`src/rtl/pstsd_pkg.sv`:
```
`default_nettype none
// ----------------------------------------------------------------------------
// pstsd_pkg
// Shared widths and inter-stage types for the point to segment distance pipe.
// ----------------------------------------------------------------------------
package pstsd_pkg;

  localparam int CW        = 24;          // coordinate width
  localparam int DW        = CW + 1;      // coordinate difference width
  localparam int PW        = 2 * DW;      // signed product width
  localparam int SUMW      = 2 * CW + 2;  // squared-length / |dot| width
  localparam int HW        = SUMW / 2;    // partial product half width
  localparam int NW        = 2 * SUMW;    // numerator width
  localparam int RW        = SUMW / 2;    // root width, equals distance width
  localparam int DIV_STEPS = SUMW;
  localparam int SQ_STEPS  = RW;

  typedef logic signed [CW-1:0] coord_t;

  typedef struct packed {
    coord_t ax;
    coord_t ay;
    coord_t az;
    coord_t bx;
    coord_t by;
    coord_t bz;
    coord_t qx;
    coord_t qy;
    coord_t qz;
  } query_t;

  typedef struct packed {
    logic [NW-1:0]   num;
    logic [SUMW-1:0] den;
    logic [SUMW-1:0] alt;
    logic            use_alt;
    logic            deg;
  } divin_t;

  typedef struct packed {
    logic [SUMW-1:0] quo;
    logic [SUMW-1:0] alt;
    logic            use_alt;
    logic            deg;
  } divout_t;

  typedef struct packed {
    logic [RW-1:0]   root;
    logic [RW+1:0]   rem;
    logic            deg;
  } sqout_t;

endpackage
`default_nettype wire

```
`src/rtl/pstsd_sqrt.sv`:
```
`default_nettype none
// ----------------------------------------------------------------------------
// pstsd_sqrt
// Pipelined digit-by-digit square root, one root bit per stage. Picks the
// endpoint square in place of the quotient when the item needs it.
// ----------------------------------------------------------------------------
module pstsd_sqrt
  import pstsd_pkg::*;
(
  input  wire logic    clk,
  input  wire logic    rst_n,
  input  wire logic    en,
  input  wire logic    in_vld,
  input  wire divout_t in_d,
  output logic         out_vld,
  output sqout_t       out_d
);

  typedef struct packed {
    logic [SUMW-1:0] x;
    logic [RW-1:0]   root;
    logic [RW+1:0]   rem;
    logic            deg;
  } sqst_t;

  logic [SQ_STEPS-1:0] v_r;
  sqst_t cur   [SQ_STEPS];
  sqst_t st_r  [SQ_STEPS];
  sqst_t st_nxt[SQ_STEPS];

  always_comb begin
    cur[0].x    = in_d.use_alt ? in_d.alt : in_d.quo;
    cur[0].root = '0;
    cur[0].rem  = '0;
    cur[0].deg  = in_d.deg;
  end

  for (genvar k = 0; k < SQ_STEPS; k++) begin : g_step
    logic [RW+3:0] t;
    logic [RW+3:0] sub;
    logic          ge;

    if (k > 0) begin : g_link
      assign cur[k] = st_r[k-1];
    end

    always_comb begin
      t   = {cur[k].rem, cur[k].x[SUMW-1:SUMW-2]};
      sub = {2'b00, cur[k].root, 2'b01};
      ge  = t >= sub;
      st_nxt[k]      = cur[k];
      st_nxt[k].rem  = ge ? (RW+2)'(t - sub) : t[RW+1:0];
      st_nxt[k].root = {cur[k].root[RW-2:0], ge};
      st_nxt[k].x    = cur[k].x << 2;
    end

    always_ff @(posedge clk) begin
      if (en) begin
        st_r[k] <= st_nxt[k];
      end
    end
  end

  always_ff @(posedge clk) begin
    if (!rst_n) begin
      v_r <= '0;
    end else if (en) begin
      v_r <= {v_r[SQ_STEPS-2:0], in_vld};
    end
  end

  assign out_vld    = v_r[SQ_STEPS-1];
  assign out_d.root = st_r[SQ_STEPS-1].root;
  assign out_d.rem  = st_r[SQ_STEPS-1].rem;
  assign out_d.deg  = st_r[SQ_STEPS-1].deg;

endmodule
`default_nettype wire

```
`config.mk`:
```
export PLATFORM = sky130hd
export DESIGN_NAME = pstsd_sqrt
export DESIGN_NICKNAME = d
export VERILOG_FILES = /design/src/rtl/pstsd_pkg.sv /design/src/rtl/pstsd_sqrt.sv
export SDC_FILE = /design/constraint.sdc
export NUM_CORES = 2
export LEC_CHECK = 0
export BUFFER_PORTS_ARGS = -buffer_cell sky130_fd_sc_hd__buf_2
export CORE_MARGIN = 1.5
export CORE_UTILIZATION = 32
export CTS_CLUSTER_SIZE = 25
export DETAILED_ROUTE_END_ITERATION = 6
export PLACE_DENSITY = 0.54
export SETUP_SLACK_MARGIN = 0.02
export SLEW_MARGIN = 20
export SYNTH_ARGS = -nofsm -noshare
export SYNTH_HDL_FRONTEND = slang
export SYNTH_SLANG_ARGS = --single-unit
```
`constraint.sdc`:
```
create_clock -name clk -period 9.7 [get_ports clk]
set_input_delay 1.455 -clock clk [delete_from_list [all_inputs] [get_ports clk]]
set_output_delay 1.455 -clock clk [all_outputs]
set_load 0.01 [all_outputs]
```
Word-level counts from Yosys, hierarchy flattened
Memory sizes are Yosys's and may differ from the RTL's. Index checks and enable logic that the tools add are counted.

Flip-flop bits (word level): 25. Memory bits (writable): 2525. Bits of input ports: 106. Logic and storage cells: 80. Memories: 1.

$add $sub $neg: 25. Order comparisons: 25. Mux-type cells: 28.

Memories: st_r (depth 25, bits a word 101, read ports 25, clocked after memory_dff 0, wr ports 25, line pstsd_sqrt.sv:28) `sqst_t st_r [SQ_STEPS];`.

Operators by type and width (number): >= comparator 29 x 27 -> 1 bit (24); 2-to-1 mux 27 bit (25); subtractor 27 bit (24); 2-to-1 mux 50 bit (1); subtractor 2 x 1 -> 3 bit (second input constant) (1); >= comparator 2 x 1 -> 1 bit (second input constant) (1); 2-to-1 mux 1 bit (2).

Longest topological paths before layout
Depth after elaboration: 3. Depth in mapped cells: 14.

Worst setup path before layout
No wires, ideal clock.

Path type: reg-to-reg. From: mem st_r[0][514] (netlist name). To: mem st_r[0][631] (netlist name) (data pin). Arrival time: 2987 ps. Data required time: 9429 ps. Setup slack: 6442 ps. Stages on the path, launching flop included: 12. Cell sequence: edfxtp_1 -> or4_4 -> or3_4 -> or4_1 -> buf_2 -> or3_4 -> nand2b_1 -> or2_1 -> buf_6 -> nand2_4 -> nor4_1 -> xor2_1.

RTL lines (line): start: declaration (pstsd_sqrt.sv:28).

==> load_flow_metrics.sql <==
INSERT INTO impl_metrics (metric_group, metric, value, unit) VALUES
('clock_network', 'cts_made_buffers', '181', ''),
('clock_network', 'insertion_delay', '0.82', 'ns'),
('synth', 'synth_top_cells_by_area', 'sky130_fd_sc_hd__edfxtp_1, sky130_fd_sc_hd__ha_1, sky130_fd_sc_hd__xor2_1, sky130_fd_sc_hd__xnor2_1, sky130_fd_sc_hd__o21ai_0', ''),
('final_layout', 'final_cell_mix', 'sky130_fd_sc_hd__edfxtp_1, sky130_fd_sc_hd__inv_1, sky130_fd_sc_hd__nand2_1', ''),
('synth', 'synthMuxAreaShare', '1.672', '%'),
('worst_setup_path', 'worst_r2r_endpoint', 'st_r[1][127]$_DFFE_PP_', ''),
('die', 'floorplan.die.height', '487.0', 'um'),
('sta', 'slew_headroom', '20.13', '%'),
('final_layout', 'seqCellArea', '48190', 'um^2'),
('die', 'dieArea', '237200', 'um^2'),
('synth', 'synth-seq-cells', '1613', ''),
('placement', 'routabilityCongestion', '0.8361', ''),
('min_path', 'hold_path_startpoint', 'st_r[0][900]$_DFFE_PP_', ''),
('synth', 'count_of_flip_flops_with_a_built_in_enable_after_synthesis', '1588', ''),
('worst_setup_path', 'critical_path.endpoint_type', 'flop', ''),
('global_routing', 'antenna_violations_before_repair', '1', ''),
('worst_setup_path', 'required', '10.19', 'ns'),
('clock_network', 'cts_post_setup_buffers_inserted', '0', ''),
('sta', 'rsz0062_at_grt', 'no', ''),
('worst_setup_path', 'cpMaxStageDelayCell', 'sky130_fd_sc_hd__nor4_1', ''),
('synth', 'synth_simple_gate_area_share', '9.932', '%'),
('clock_network', 'cts.root.buffer_cell', 'sky130_fd_sc_hd__clkbuf_16', ''),
('synth', 'post-synth-top-area-fraction', '63.61', '%'),
('clock_network', 'cts_hold_buf', '0', ''),
('worst_setup_path', 'worstRegToRegCells', '11', ''),
('worst_setup_path', 'max_stage_delay', '0.81', 'ns'),
('sta', 'final.min_clock_period', '4.435', 'ns'),
('synth', 'post_synthesis_instance_area', '74970', 'um^2'),
('routing', 'drt_antenna_net_count', '0', ''),
('synth', 'synth_compound_gate_area_share', '9.106', '%'),
('placement', 'post_dp_cell_area', '79520', 'um^2'),
('global_routing', 'largest_net_degree_at_the_start_of_global_routing', '191', ''),
('power', 'ir_drop', '0.0001390', 'V'),
('sta', 'tightest_slew', '1.198', 'ns'),
('worst_setup_path', 'largest_fanout_on_the_critical_path', '44', ''),
('routing', 'drt-wirelength-per-cell', '15.30', 'um'),
('sta', 'final_setup_violation_count', '0', ''),
('worst_setup_path', 'path_cells', 'ha_1, nand2_1, nor3_1, nand3_1, nor4_1, nor2_1, o211ai_1, a21oi_2, buf_4, a2111oi_0, xor2_1', ''),
('die', 'die-width', '487.0', 'um'),
('final_layout', 'synthToLayoutAreaGrowth', '13.94', '%'),
('routing', 'drc_errors', '0', ''),
('worst_setup_path', 'r2r_setup_slack', '5.26', 'ns'),
('synth', 'synthXorXnorAreaFrac', '6.180', '%'),
('clock_network', 'clk_transition_reported_paths', '0.06', 'ns'),
('clock_network', 'clock_tree_from_tritoncts', 'done', ''),
('power', 'leakagePower', '32.09', 'nW'),
('min_path', 'hp-class', 'reg2reg', ''),
('synth', 'async_flop_share', '0', '%'),
('outcome', 'outcome', 'complete, no violations', ''),
('final_layout', 'design.final.nets', '6493', ''),
('sta', 'post-route-period-util', '45.72', '%'),
('worst_setup_path', 'critical_path.startpoint_type', 'flop', ''),
('synth', 'netlist_instances', '5792', ''),
('final_layout', 'multi_input_area', '24620', 'um^2'),
('global_routing', 'globalRouteTotalUtil', '11.82', '%'),
('worst_setup_path', 'critical_path_arrival', '4.92', 'ns'),
('synth', 'post_synth_fa_ha_maj_area_fraction', '5.908', '%'),
('die', 'floorplan.core_area', '232800', 'um^2'),
('power', 'pwr_density_cell', '227.8', 'nW/um^2'),
('final_layout', 'fillers', '22180', ''),
('routing', 'postRouteWirelength', '142600', 'um'),
('routing', 'drt_iter0_drc', '2733', ''),
('synth', 'post_synth_num_cell_types', '90', ''),
('routing', 'num_vias', '43830', ''),
('clock_network', 'buffer_levels_on_the_longest_clock_path', '3', ''),
('final_layout', 'stdcell_area', '85420', 'um^2'),
('synth', 'main_combinational_cell_family_by_area_after_synthesis', 'simple AND/OR/NAND/NOR gates', ''),
('synth', 'number_of_nets_in_the_synthesized_netlist', '6252', ''),
('final_layout', 'drive_gt1_share', '9.344', '%'),
('sta', 'finalClockSkew', '0.06967', 'ns'),
('clock_network', 'cts_sinks', '1613', '');
cell usage after synthesis (36+ instances only):
library cell and instances:
sky130_fd_sc_hd__nand3_1 82, sky130_fd_sc_hd__edfxtp_1 1588, sky130_fd_sc_hd__clkbuf_1 115, sky130_fd_sc_hd__nand2b_1 80, sky130_fd_sc_hd__nor4_1 95, sky130_fd_sc_hd__nand2_1 439
sky130_fd_sc_hd__o21ai_0 339, sky130_fd_sc_hd__a21o_1 142, sky130_fd_sc_hd__inv_1 443, sky130_fd_sc_hd__o21a_1 65, sky130_fd_sc_hd__mux2_2 78, sky130_fd_sc_hd__nand4_1 65
sky130_fd_sc_hd__nor3_1 144, sky130_fd_sc_hd__ha_1 354, sky130_fd_sc_hd__xnor2_1 256, sky130_fd_sc_hd__nor2b_1 68, sky130_fd_sc_hd__a31oi_1 36, sky130_fd_sc_hd__nor2_1 306
sky130_fd_sc_hd__mux2i_1 36, sky130_fd_sc_hd__or4_1 37, sky130_fd_sc_hd__or3_1 49, sky130_fd_sc_hd__a21oi_1 285, sky130_fd_sc_hd__xor2_1 273
worst max-delay path by stage:
stage,from,endpoint,slack (ns)
2_1_floorplan,st_r[0][514]$_DFFE_PP_,st_r[0][631]$_DFFE_PP_,6.44
3_3_place_gp,st_r[1][17]$_DFFE_PP_,st_r[1][124]$_DFFE_PP_,5.21
3_5_place_dp,st_r[1][17]$_DFFE_PP_,st_r[1][127]$_DFFE_PP_,5.15
4_1_cts,st_r[1][17]$_DFFE_PP_,st_r[1][127]$_DFFE_PP_,5.11
5_1_grt,st_r[1][17]$_DFFE_PP_,st_r[1][127]$_DFFE_PP_,4.99
6_report,st_r[1][17]$_DFFE_PP_,st_r[1][127]$_DFFE_PP_,5.26
critical path: cells and delay by family (launching register included):
family | cells | cell delay (ns)
DFF | 1 | 0.40
xor gates and xnor gates | 1 | 0.13
buffers and inverters | 1 | 0.30
AOI/OAI and AO/OA | 3 | 0.81
and+or+nand+nor | 5 | 2.05
adders and majority gates | 1 | 0.46
routing by layer:
metal	share of wire, %	global-route usage [%]	wire (um)
met5	0	0	0
met4	2.8	4.089	3995
met3	4.1	2.315	5786
met2	49	20.64	69750
met1	44	14.46	63070
where the power goes:
part | internal [mW] | switching, mW
clock | 3.85 | 2.83
combinational | 1.49 | 1.99
sequential | 8.77 | 0.521
total | 14.1 | 5.35
per-stage QoR:
| step | setup WS [ns] | hold WS [ns] | instances | util, % |
|---|---|---|---|---|
| floorplan | 6.442 | 0.4003 | 5792 | - |
| global placement | 5.209 | 0.4003 | 8982 | 34.16 |
| detailed placement | 5.147 | 0.4045 | 8982 | 34.16 |
| CTS | 5.108 | 0.4073 | 9318 | 36.70 |
| global route | 4.994 | 0.4141 | 9320 | 36.70 |
| finish | 5.265 | 0.4073 | 9320 | 36.70 |
layout make-up:
class                      count  area share, %
sequential                  1613          56.41
multi-input combinational   3601          28.82
clock buffer                 220          5.486
tap                         3132          4.588
inverter                     446          1.960
clock inverter               116          1.418
timing repair buffer         190          1.310
antenna                        2       0.005859
state kept, by name (all words and copies together) (netlist names):
register and count:
st_r 1588, v_r 25
cells by family after synthesis:
kind of cell / Yosys count
multiplexers: 115
AND/OR/NAND/NOR: 1500
AO/OA/AOI/OAI: 1102
flip-flops: 1613
other: 1
XOR/XNOR: 529
adder cells (fa/ha/maj): 354
buffers and inverters: 578
No activity file was read; power rests on OpenSTA's default activity.
